`config.mk`:
```
export PLATFORM = sky130hd
export DESIGN_NAME = i2c_master_bit_engine
export DESIGN_NICKNAME = d
export VERILOG_FILES = /design/src/rtl/core/i2cm_pkg.sv /design/src/rtl/core/i2c_master_bit_engine.sv /design/src/rtl/core/i2cm_front.sv /design/src/rtl/core/i2cm_back.sv
export SDC_FILE = /design/constraint.sdc
export NUM_CORES = 1
export LEC_CHECK = 0
export BUFFER_PORTS_ARGS = -buffer_cell sky130_fd_sc_hd__buf_4
export CAP_MARGIN = 10
export CORE_ASPECT_RATIO = 1.4
export CORE_MARGIN = 8
export CORE_UTILIZATION = 40
export CTS_BUF_LIST = sky130_fd_sc_hd__clkbuf_16
export CTS_CLUSTER_SIZE = 25
export DETAILED_ROUTE_END_ITERATION = 12
export PLACE_DENSITY = 0.65
export SYNTH_ARGS = -nofsm -noshare
export SYNTH_HDL_FRONTEND = slang
export SYNTH_SLANG_ARGS = --single-unit
```
`constraint.sdc`:
```
create_clock -name clk -period 5.7 [get_ports clk]
set_input_delay 1.14 -clock clk [delete_from_list [all_inputs] [get_ports clk]]
set_output_delay 1.14 -clock clk [all_outputs]
set_load 0.02 [all_outputs]
```
`src/rtl/core/i2cm_pkg.sv`:
```
// shared types, request codes and phase tables for the i2c master bit engine
package i2cm_pkg;

  // bits shifted per byte operation
  localparam int BITS_PER_BYTE = 8;

  // msb select for the transmit shifter
  localparam logic [7:0] MSB_MASK = 8'h80;

  // request codes on in_req_type
  localparam logic [2:0] REQ_TICK  = 3'd0;
  localparam logic [2:0] REQ_START = 3'd1;
  localparam logic [2:0] REQ_STOP  = 3'd2;
  localparam logic [2:0] REQ_WRITE = 3'd3;
  localparam logic [2:0] REQ_READ  = 3'd4;
  localparam logic [2:0] REQ_SACK  = 3'd5;
  localparam logic [2:0] REQ_RACK  = 3'd6;

  // operation in progress, idle when none
  typedef enum logic [2:0] {
    OP_IDLE  = 3'd0,
    OP_START = 3'd1,
    OP_STOP  = 3'd2,
    OP_WRITE = 3'd3,
    OP_READ  = 3'd4,
    OP_SACK  = 3'd5,
    OP_RACK  = 3'd6
  } op_t;

  // item class decided by the front end
  typedef enum logic [1:0] {
    KIND_TICK = 2'd0,
    KIND_CMD  = 2'd1,
    KIND_NOP  = 2'd2
  } kind_t;

  // classified item passed from front to back
  typedef struct packed {
    kind_t      kind;
    op_t        op;
    logic [7:0] data_byte;
    logic       ack_level;
    logic       sda_in;
  } item_t;

  // handshake from the front queue to the back end
  typedef struct packed {
    logic  valid;
    item_t item;
  } item_chan_t;

  // one result item
  typedef struct packed {
    logic       scl_level;
    logic       sda_drive;
    logic       busy_res;
    logic       done_res;
    logic [7:0] rx_byte;
    logic       rx_ack;
    logic       rejected;
  } result_t;

  // number of pin phases for each operation
  function automatic logic [4:0] phase_total(op_t op);
    logic [4:0] total;
    unique case (op)
      OP_START: total = 5'd4;
      OP_STOP:  total = 5'd3;
      OP_WRITE: total = 5'(3 * BITS_PER_BYTE);
      OP_READ:  total = 5'(1 + 2 * BITS_PER_BYTE);
      OP_SACK:  total = 5'd3;
      OP_RACK:  total = 5'd3;
      default:  total = 5'd0;
    endcase
    return total;
  endfunction

endpackage

```
`src/rtl/core/i2c_master_bit_engine.sv`:
```
// top level of the i2c master pin sequencer
//
// Both channels behave as queues. Push an item with push while full is
// low: a tick (req type 0) advances one SCL/SDA phase of the running
// operation, codes 1..6 start start, stop, write byte, read byte, send ack
// or receive ack. Each accepted item yields exactly one result item, read
// from the out_ ports while empty is low and taken with pop.
// A tick's sda_in is the line level seen in the phase it ends; it is
// sampled on the phases that drive SCL low in read byte and receive ack.
// A command issued while an operation runs is dropped and flagged rejected.
// Throughput is one item per clock while the result queue has room; the
// back end holds while it is full and nothing is popped. An accepted item
// passes through the two-entry input queue, then the two-entry result queue.
// When the receiver stops popping, the result queue fills, the back end
// holds, and full rises once the input queue has two items waiting.
// Reset clears both queues and returns SCL and SDA to released, idle.
module i2c_master_bit_engine (
  input  logic       clk,
  input  logic       rst_n,
  input  logic       push,
  output logic       full,
  input  logic [2:0] in_req_type,
  input  logic [7:0] in_data_byte,
  input  logic       in_ack_level,
  input  logic       in_sda_in,
  output logic       empty,
  input  logic       pop,
  output logic       out_scl_level,
  output logic       out_sda_drive,
  output logic       out_busy_res,
  output logic       out_done_res,
  output logic [7:0] out_rx_byte,
  output logic       out_rx_ack,
  output logic       out_rejected
);
  import i2cm_pkg::*;

  item_chan_t q_head;
  logic       q_pop;
  result_t    res_head;

  // classify and queue incoming items
  i2cm_front u_front (
    .clk          (clk),
    .rst_n        (rst_n),
    .push         (push),
    .full         (full),
    .in_req_type  (in_req_type),
    .in_data_byte (in_data_byte),
    .in_ack_level (in_ack_level),
    .in_sda_in    (in_sda_in),
    .q_head       (q_head),
    .q_pop        (q_pop)
  );

  // pin sequencer and result queue
  i2cm_back u_back (
    .clk      (clk),
    .rst_n    (rst_n),
    .q_head   (q_head),
    .q_pop    (q_pop),
    .empty    (empty),
    .pop      (pop),
    .res_head (res_head)
  );

  // result fields
  assign out_scl_level = res_head.scl_level;
  assign out_sda_drive = res_head.sda_drive;
  assign out_busy_res  = res_head.busy_res;
  assign out_done_res  = res_head.done_res;
  assign out_rx_byte   = res_head.rx_byte;
  assign out_rx_ack    = res_head.rx_ack;
  assign out_rejected  = res_head.rejected;

endmodule

```
`src/rtl/core/i2cm_front.sv`:
```
// front end: classifies incoming items and holds them in a two-entry queue
module i2cm_front (
  input  logic                clk,
  input  logic                rst_n,
  input  logic                push,
  output logic                full,
  input  logic [2:0]          in_req_type,
  input  logic [7:0]          in_data_byte,
  input  logic                in_ack_level,
  input  logic                in_sda_in,
  output i2cm_pkg::item_chan_t q_head,
  input  logic                q_pop
);
  import i2cm_pkg::*;

  item_t      mem_r [2];
  logic       wr_ptr_r, wr_ptr_nxt;
  logic       rd_ptr_r, rd_ptr_nxt;
  logic [1:0] count_r, count_nxt;
  item_t      cls;
  logic       do_push;
  logic       do_pop;

  // decode the request code into an item class
  always_comb begin
    cls.op        = OP_IDLE;
    cls.data_byte = in_data_byte;
    cls.ack_level = in_ack_level;
    cls.sda_in    = in_sda_in;
    unique case (in_req_type) inside
      REQ_TICK: begin
        cls.kind = KIND_TICK;
      end
      REQ_START, REQ_STOP, REQ_WRITE, REQ_READ, REQ_SACK, REQ_RACK: begin
        cls.kind = KIND_CMD;
        cls.op   = op_t'(in_req_type);
      end
      default: begin
        cls.kind = KIND_NOP;
      end
    endcase
  end

  // queue pointers and fill count
  assign full     = (count_r == 2'd2);
  assign do_push  = push && !full;
  assign do_pop   = q_pop && (count_r != 2'd0);

  always_comb begin
    wr_ptr_nxt = do_push ? ~wr_ptr_r : wr_ptr_r;
    rd_ptr_nxt = do_pop ? ~rd_ptr_r : rd_ptr_r;
    count_nxt  = count_r + {1'b0, do_push} - {1'b0, do_pop};
  end

  always_ff @(posedge clk) begin
    if (!rst_n) begin
      wr_ptr_r <= 1'b0;
      rd_ptr_r <= 1'b0;
      count_r  <= 2'd0;
    end else begin
      wr_ptr_r <= wr_ptr_nxt;
      rd_ptr_r <= rd_ptr_nxt;
      count_r  <= count_nxt;
    end
  end

  // queue storage
  always_ff @(posedge clk) begin
    if (do_push) begin
      mem_r[wr_ptr_r] <= cls;
    end
  end

  assign q_head.valid = (count_r != 2'd0);
  assign q_head.item  = mem_r[rd_ptr_r];

endmodule

```
`src/rtl/core/i2cm_back.sv`:
```
// back end: runs the pin sequencer and queues one result per item
module i2cm_back (
  input  logic                 clk,
  input  logic                 rst_n,
  input  i2cm_pkg::item_chan_t q_head,
  output logic                 q_pop,
  output logic                 empty,
  input  logic                 pop,
  output i2cm_pkg::result_t    res_head
);
  import i2cm_pkg::*;

  op_t        op_r, op_nxt;
  logic [4:0] phase_r, phase_nxt;
  logic [1:0] sub_r, sub_nxt;
  logic [7:0] shift_r, shift_nxt;
  logic [7:0] rx_byte_r, rx_byte_nxt;
  logic       rx_ack_r, rx_ack_nxt;
  logic       scl_r, scl_nxt;
  logic       sda_r, sda_nxt;
  logic       ack_hold_r, ack_hold_nxt;
  logic       done;
  logic       rej;
  logic       take;
  logic       res_pop;
  result_t    res;

  result_t    res_mem_r [2];
  logic       res_wr_r, res_rd_r;
  logic [1:0] res_cnt_r, res_cnt_nxt;

  item_t      it;

  // take an item when the result queue has room
  assign it      = q_head.item;
  assign res_pop = pop && (res_cnt_r != 2'd0);
  assign take    = q_head.valid && ((res_cnt_r != 2'd2) || res_pop);
  assign q_pop   = take;

  // one phase of the current operation, or a command load
  always_comb begin
    op_nxt       = op_r;
    phase_nxt    = phase_r;
    sub_nxt      = sub_r;
    shift_nxt    = shift_r;
    rx_byte_nxt  = rx_byte_r;
    rx_ack_nxt   = rx_ack_r;
    scl_nxt      = scl_r;
    sda_nxt      = sda_r;
    ack_hold_nxt = ack_hold_r;
    done         = 1'b0;
    rej          = 1'b0;
    if (take) begin
      case (it.kind)
        KIND_TICK: begin
          if (op_r != OP_IDLE) begin
            unique case (op_r)
              OP_START: begin
                case (phase_r)
                  5'd0:    sda_nxt = 1'b1;
                  5'd1:    scl_nxt = 1'b1;
                  5'd2:    sda_nxt = 1'b0;
                  default: scl_nxt = 1'b0;
                endcase
              end
              OP_STOP: begin
                case (phase_r)
                  5'd0:    sda_nxt = 1'b0;
                  5'd1:    scl_nxt = 1'b1;
                  default: sda_nxt = 1'b1;
                endcase
              end
              OP_WRITE: begin
                sub_nxt = (sub_r == 2'd2) ? 2'd0 : sub_r + 2'd1;
                case (sub_r)
                  2'd0:    sda_nxt = |(shift_r & MSB_MASK);
                  2'd1:    scl_nxt = 1'b1;
                  default: begin
                    scl_nxt   = 1'b0;
                    shift_nxt = {shift_r[6:0], 1'b0};
                  end
                endcase
              end
              OP_READ: begin
                if (phase_r == 5'd0) begin
                  sda_nxt = 1'b1;
                end else if (phase_r[0]) begin
                  scl_nxt = 1'b1;
                end else begin
                  scl_nxt   = 1'b0;
                  shift_nxt = {shift_r[6:0], it.sda_in};
                end
              end
              OP_SACK: begin
                case (phase_r)
                  5'd0:    sda_nxt = ack_hold_r;
                  5'd1:    scl_nxt = 1'b1;
                  default: scl_nxt = 1'b0;
                endcase
              end
              OP_RACK: begin
                case (phase_r)
                  5'd0:    sda_nxt = 1'b1;
                  5'd1:    scl_nxt = 1'b1;
                  default: begin
                    scl_nxt    = 1'b0;
                    rx_ack_nxt = it.sda_in;
                  end
                endcase
              end
              default: ;
            endcase
            // advance and check for the last phase
            phase_nxt = phase_r + 5'd1;
            if (phase_nxt >= phase_total(op_r)) begin
              if (op_r == OP_READ) begin
                rx_byte_nxt = shift_nxt;
              end
              op_nxt    = OP_IDLE;
              phase_nxt = 5'd0;
              done      = 1'b1;
            end
          end
        end
        KIND_CMD: begin
          if (op_r != OP_IDLE) begin
            rej = 1'b1;
          end else begin
            op_nxt    = it.op;
            phase_nxt = 5'd0;
            sub_nxt   = 2'd0;
            case (it.op)
              OP_WRITE: shift_nxt    = it.data_byte;
              OP_READ:  shift_nxt    = 8'd0;
              OP_SACK:  ack_hold_nxt = it.ack_level;
              default: ;
            endcase
          end
        end
        default: ;
      endcase
    end
  end

  // sequencer state
  always_ff @(posedge clk) begin
    if (!rst_n) begin
      op_r       <= OP_IDLE;
      phase_r    <= 5'd0;
      sub_r      <= 2'd0;
      shift_r    <= 8'd0;
      rx_byte_r  <= 8'd0;
      rx_ack_r   <= 1'b1;
      scl_r      <= 1'b1;
      sda_r      <= 1'b1;
      ack_hold_r <= 1'b0;
    end else begin
      op_r       <= op_nxt;
      phase_r    <= phase_nxt;
      sub_r      <= sub_nxt;
      shift_r    <= shift_nxt;
      rx_byte_r  <= rx_byte_nxt;
      rx_ack_r   <= rx_ack_nxt;
      scl_r      <= scl_nxt;
      sda_r      <= sda_nxt;
      ack_hold_r <= ack_hold_nxt;
    end
  end

  // result item after this step
  always_comb begin
    res.scl_level = scl_nxt;
    res.sda_drive = sda_nxt;
    res.busy_res  = (op_nxt != OP_IDLE);
    res.done_res  = done;
    res.rx_byte   = rx_byte_nxt;
    res.rx_ack    = rx_ack_nxt;
    res.rejected  = rej;
  end

  // result queue control
  assign res_cnt_nxt = res_cnt_r + {1'b0, take} - {1'b0, res_pop};

  always_ff @(posedge clk) begin
    if (!rst_n) begin
      res_wr_r  <= 1'b0;
      res_rd_r  <= 1'b0;
      res_cnt_r <= 2'd0;
    end else begin
      res_wr_r  <= take ? ~res_wr_r : res_wr_r;
      res_rd_r  <= res_pop ? ~res_rd_r : res_rd_r;
      res_cnt_r <= res_cnt_nxt;
    end
  end

  // result queue storage
  always_ff @(posedge clk) begin
    if (take) begin
      res_mem_r[res_wr_r] <= res;
    end
  end

  assign empty    = (res_cnt_r == 2'd0);
  assign res_head = res_mem_r[res_rd_r];

endmodule

```
==> Word-level counts from Yosys, hierarchy flattened <==
Memories as Yosys holds them, arrays and structs flattened. A register that Yosys moved wholly into a read port is not among the register bits.
Index checks and enable logic that the tools add are counted.
{ "totals": {"register_bits": 38, "mem_bits_rw": 58, "in_bits": 17, "out_inout_bits": 16, "wordCells": 154, "mem_count": 2} }
{ "op_classes": {"add_sub_neg": 6, "n_lt_le_gt_ge": 1, "eq_ne": 26, "mux": 72, "n_bitwise": 5, "reduce_logical": 27} }
{ "mem_list": {"columns": ["memory", "depth", "width", "rd", "rd_ports_with_merged_regs", "write_ports", "line", "text"], "rows": [
  ["u_front.mem_r", 2, 15, 1, 1, 1, "i2cm_front.sv:16", "item_t mem_r [2];"],
  ["u_back.res_mem_r", 2, 14, 1, 1, 1, "i2cm_back.sv:28", "result_t res_mem_r [2];"]
]} }
{ "ops": {"columns": ["operator", "n"], "rows": [
  ["two-way mux 8 bit", 10],
  ["one-hot mux 8 bit (2 select lines)", 3],
  ["two-way mux 1 bit", 32],
  ["two-way mux 5 bit", 6],
  ["== test 3 bit (second input constant)", 8],
  ["one-hot mux 5 bit (4 select lines)", 1],
  ["== test 3 x 2 -> 1 bit (second input constant)", 5],
  ["two-way mux 3 bit", 5],
  ["one-hot mux 1 bit (2 select lines)", 5],
  ["one-hot mux 1 bit (5 select lines)", 2],
  ["one-hot mux 5 bit (2 select lines)", 1],
  ["AND reduction 5 bit", 2],
  ["OR reduction 2 bit", 5],
  ["two-way mux 2 bit", 4],
  ["one-hot mux 2 bit (2 select lines)", 2],
  ["AND reduction 4 bit", 2],
  ["== test 3 x 1 -> 1 bit (second input constant)", 2],
  ["zero test 2 bit", 3],
  ["inequality test 2 bit (second input constant)", 3],
  ["one-hot mux 3 bit (2 select lines)", 1],
  ["nonzero test 2 bit", 3],
  ["nonzero test 3 bit", 2],
  ["OR reduction 6 bit", 1],
  ["adder 5 x 1 -> 5 bit (second input constant)", 1],
  ["other kinds (17)", 28]
]} }

==> Depth between registers and ports, before layout <==
{ "logic_depth": {"ltp_word": 12, "mapped_depth": 11, "depth_no_buf": 8} }

==> Cells and area by module <==
From an unflattened synthesis, not the netlist that was laid out.
{ "hier_totals": {"cells_unflattened": 401, "hier_area_um2": 4730.8} }
{ "modules_own_cells": {"columns": ["module", "instances", "cells_per_inst", "area_each_um2", "seq_area_each_um2"], "rows": [
  ["i2cm_back", 1, 321, 3318.2, 1541.5],
  ["i2cm_front", 1, 80, 1412.6, 1001.0]
]} }

==> Worst setup path after synthesis <==
No wires, ideal clock.
{ "synth_path": {"kind": "input -> register", "startpoint": "input port pop", "endpoint": "register u_front.count_r[1]", "setup_time_ns": 0.128, "t_arrival_ns": 2.636, "setup_slack_ns": 2.936, "cell_stages": 9, "n_path_buf": 1, "path_cell_list": "or3b_1 > and2_1 > clkbuf_1 > ha_1 > inv_1 > ha_1 > xor2_1 > xnor2_1 > nor2_1"} }
{ "synth_via": {"elab_chain_cells": 5} }
{ "synth_rtl": {"columns": ["element", "line", "text"], "rows": [
  ["start, declared", "i2c_master_bit_engine.sv:27", "input logic pop,"],
  ["logical AND 1 bit", "i2cm_back.sv:36", "assign res_pop = pop && (res_cnt_r != 2'd0);"],
  ["logical OR 1 bit", "i2cm_back.sv:37", "assign take = q_head.valid && ((res_cnt_r != 2'd2) || res_pop);"],
  ["logical AND 1 bit", "i2cm_back.sv:37", null],
  ["net q_pop", "i2c_master_bit_engine.sv:39", "logic q_pop;"],
  ["logical AND 1 bit", "i2cm_front.sv:47", "assign do_pop = q_pop && (count_r != 2'd0);"],
  ["subtractor 2 x 1 -> 2 bit", "i2cm_front.sv:52", "count_nxt = count_r + {1'b0, do_push} - {1'b0, do_pop};"],
  ["end signal, assigned", "i2cm_front.sv:63", "count_r <= count_nxt;"],
  ["end, declared", "i2cm_front.sv:19", "logic [1:0] count_r, count_nxt;"]
]} }
The timed path passes the listed nets, and every way through them passes these cells.
A chain may end at the register's enable or synchronous reset.

==> impl_results.md <==
* Switching pwr at 0.000830 W
* Clock Tree Buf Depth at 2
* Max_cap viols at 0
* Syn nets at 439
* Post-Route WL at around 9800 um
* PortBufs at 32
* Synthesized cell area at 4690 um2
* Initial antenna violation count at 0
* Initial DRT Pass Iterations at 7
* Layout fillers at 1074
* Synth top area cells: edfxtp_1 37%, dfxtp_1 17%, mux2_2 6.0%, ha_1 3.2%, a21oi_1 2.8%
* Fmax at roughly 340 MHz
* Fin crit share at 51.3%
* Clk network pwr share at roughly a quarter
* Post-CTS Hold Fix Bufs at 0
* Slew headroom at 39.3%
* Num CTS Buffers at 9
* Postcts setup bufs at 0
* Slowest Stage Delay on Critical Path at slightly above 0.7 ns
* # setup viols final at 0
* Most frequent cells after synthesis: 58 x edfxtp_1, 40 x dfxtp_1, 30 x nor2_1
* Clock latency on the worst-skew pair at between 0.3 and 0.4 ns
* Flop pwr share at 42.6%
* Maximum number of pins on one net before global-route repair at 23
* Global-route wire length before repair at 15400 um
* Die H at between 100 and 150 um
* Library cells used by synthesis at between 60 and 70
* Asr flop ratio synth at 0%
* Status: complete, no violations
* Gr usage total at between 10% and 20%
* Grt total ovfl at 0
* Switching Fraction at 35.2%
* Synth Warn # at 0
* Most common cell in the netlist: edfxtp_1
* CTS Sinks at 98
* Vias per cell at 5.51
* Setup TNS Final at 0 ns
* Number of flops mapped to enable cells by yosys at 58
* Clk slew on worst S/H paths at approximately 0.070 ns
* Req. time, crit path at 5.79 ns
* Peak VDD IR at roughly 0.22 mV
* Worst hold slack at around 0.51 ns
* Synth Instances at 410
* P_leak at 1.91 nW
* GPL Wtd Cong at between 0.8 and 0.9
* Routed len/inst at around 17 um
* CTS tree: built
* Slew @ Worst Pin at 0.909 ns
* # diodes at 0
* Layout cells sized above 1 at 20.6%
* P per Cell Area at 443 nW/um2
* Die X at 108 um
* Final-report hold violation count at 0
* Most common flop cell mapped by yosys: edfxtp_1
* Cell Rows at 47
* Hpwl dp at about 7100 um
* Arr. time, crit path at ~3 ns
* CP max-delay cell: dfxtp_1
* Die area at around 16000 um2
* CTS H-tree depth at 3
* Worst setup EP type: flip-flop
* IO Pins at 33
* CP Max Fanout at 19
* RSZ-0062 raised after global routing: no
* Internal power at 0.00153 W
* Combinational fraction of design power at between 30% and 40%
* Sequential element share of the synthesized area at 54.2%
* Critical path class: reg -> reg
* Starting Density at 40.3%
* Yosys top cell area share at 37.1%
* Area grow syn2layout at 13.5%
* HP Class: reg -> reg
* CTS resizes at 0
* Avg Inst Size Synth at 11.4 um2
* Max-slew violations at 0
* Vias in the first global route at 3077
* Worst Setup Start Kind: flip-flop
* CP Cell Sequence: nand3b_1 > and2_1 > ha_1 > nand3_1 > o21ai_0 > buf_4 > a21oi_1 > or3_1
* CTS root buf: clkbuf_16
* Core region area at roughly 12000 um2
* Fin crit period at 2.93 ns
* Yosys top cell by area: edfxtp_1
* Final worst clock skew at 0.00980 ns
* Final nets at 466
* Flops & latches, synth at 98
* Via count at 3245
* DRT iter0 DRCs at 206
* # DRC at 0
* Routed Antenna Nets at 0
## cell type report
type | count | area, um2 | share of cell area [%]
Timing Repair Buffer | 36 | 270 | 5.07
Clock inverter | 7 | 60.1 | 1.13
Tap cell | 147 | 184 | 3.45
Multi-Input combinational cell | 277 | 1990 | 37.3
Inverter | 15 | 56.3 | 1.06
Clock buffer | 9 | 225 | 4.23
Sequential cell | 98 | 2540 | 47.7
## layer usage
layer | vias to the layer above | GRT usage, % | wire [um]
met2 | 83 | 21.8 | 4930
met5 | - | 0 | 0
met1 | 1533 | 14.4 | 4180
met3 | 17 | 3.35 | 427
li1 | 1612 | - | -
met4 | 0 | 5.35 | 234
## per-stage QoR
stage / cells / power, W / worst slack (ns) / area (um2) / util (%)
floorplan: 410 / 0.00156 / 2.94 / 4690 / -
global placement: 572 / 0.00178 / 2.68 / 5030 / 43.2
finish: 589 / 0.00236 / 2.77 / 5330 / 45.8
detailed placement: 572 / 0.00179 / 2.62 / 5030 / 43.2
global route: 589 / 0.00249 / 2.54 / 5330 / 45.8
CTS: 588 / 0.00237 / 2.79 / 5320 / 45.7
## registers in the layout (all words and copies together) (netlist names), 2 cells and up, named ones only
name / flops
u_back.phase_r: 5
u_front.mem_r: 30
u_back.op_r: 3
u_back.res_cnt_r: 2
u_back.sub_r: 2
u_back.shift_r: 8
u_front.count_r: 2
u_back.res_mem_r: 28
u_back.rx_byte_r: 8
## power by group through the flow
stage | logic [W] | clock network, W | registers, W
final | 0.000779 | 0.000576 | 0.00101
after global routing | 0.000850 | 0.000622 | 0.00102
after CTS | 0.000778 | 0.000587 | 0.00101
after detailed placement | 0.000771 | 0 | 0.00102
after global placement | 0.000765 | 0 | 0.00102
after floorplan | 0.000596 | 0 | 0.000965
## path summary, 6_finish.rpt
kind	slack, ns	cells after the start	to	from
worst max register to register	2.77	8	u_back.res_mem_r[1][11]	u_back.op_r[1]
worst min-delay path	0.51	2	u_back.res_rd_r	u_back.res_rd_r
worst min register to register	0.51	2	u_back.res_rd_r	u_back.res_rd_r
worst max-delay path	2.77	8	u_back.res_mem_r[1][11]	u_back.op_r[1]
## cells in the final DEF (no fill, tap or decap), types with 8 or more instances in the layout
| cell | Yosys | layout |
|---|---|---|
| edfxtp_1 | 58 | 58 |
| dfxtp_1 | 40 | 40 |
| buf_4 | 1 | 36 |
| nor2_1 | 30 | 30 |
| a21oi_1 | 26 | 26 |
| mux2_2 | 25 | 25 |
| nor3_1 | 23 | 23 |
| nand2_1 | 17 | 17 |
| inv_1 | 14 | 14 |
| and2_1 | 12 | 12 |
| ha_1 | 12 | 12 |
| clkbuf_16 | 0 | 9 |
| and3_1 | 8 | 8 |
## logic make-up (layout without fill, tap and decap cells)
family / after synthesis / in the layout / share of synthesized area [%]
buffers and inverters: 35 / 67 / 3.41
adder cells (fa/ha/maj): 12 / 12 / 3.20
AO/OA/AOI/OAI: 86 / 86 / 13.3
flip-flops: 98 / 98 / 54.2
XOR/XNOR: 11 / 11 / 2.21
AND/OR/NAND/NOR: 138 / 138 / 16.5
multiplexers: 30 / 30 / 7.15
## critical path: cells and delay by family (launching register included)
| kind | cells | cell delay (ns) |
|---|---|---|
| AO/OA/AOI/OAI | 2 | 0.25 |
| adder cells (fa/ha/maj) | 1 | 0.31 |
| buffers and inverters | 1 | 0.22 |
| flip-flops | 1 | 0.71 |
| AND/OR/NAND/NOR | 4 | 1.17 |
Note: power is estimated with default switching activity, not from simulation.
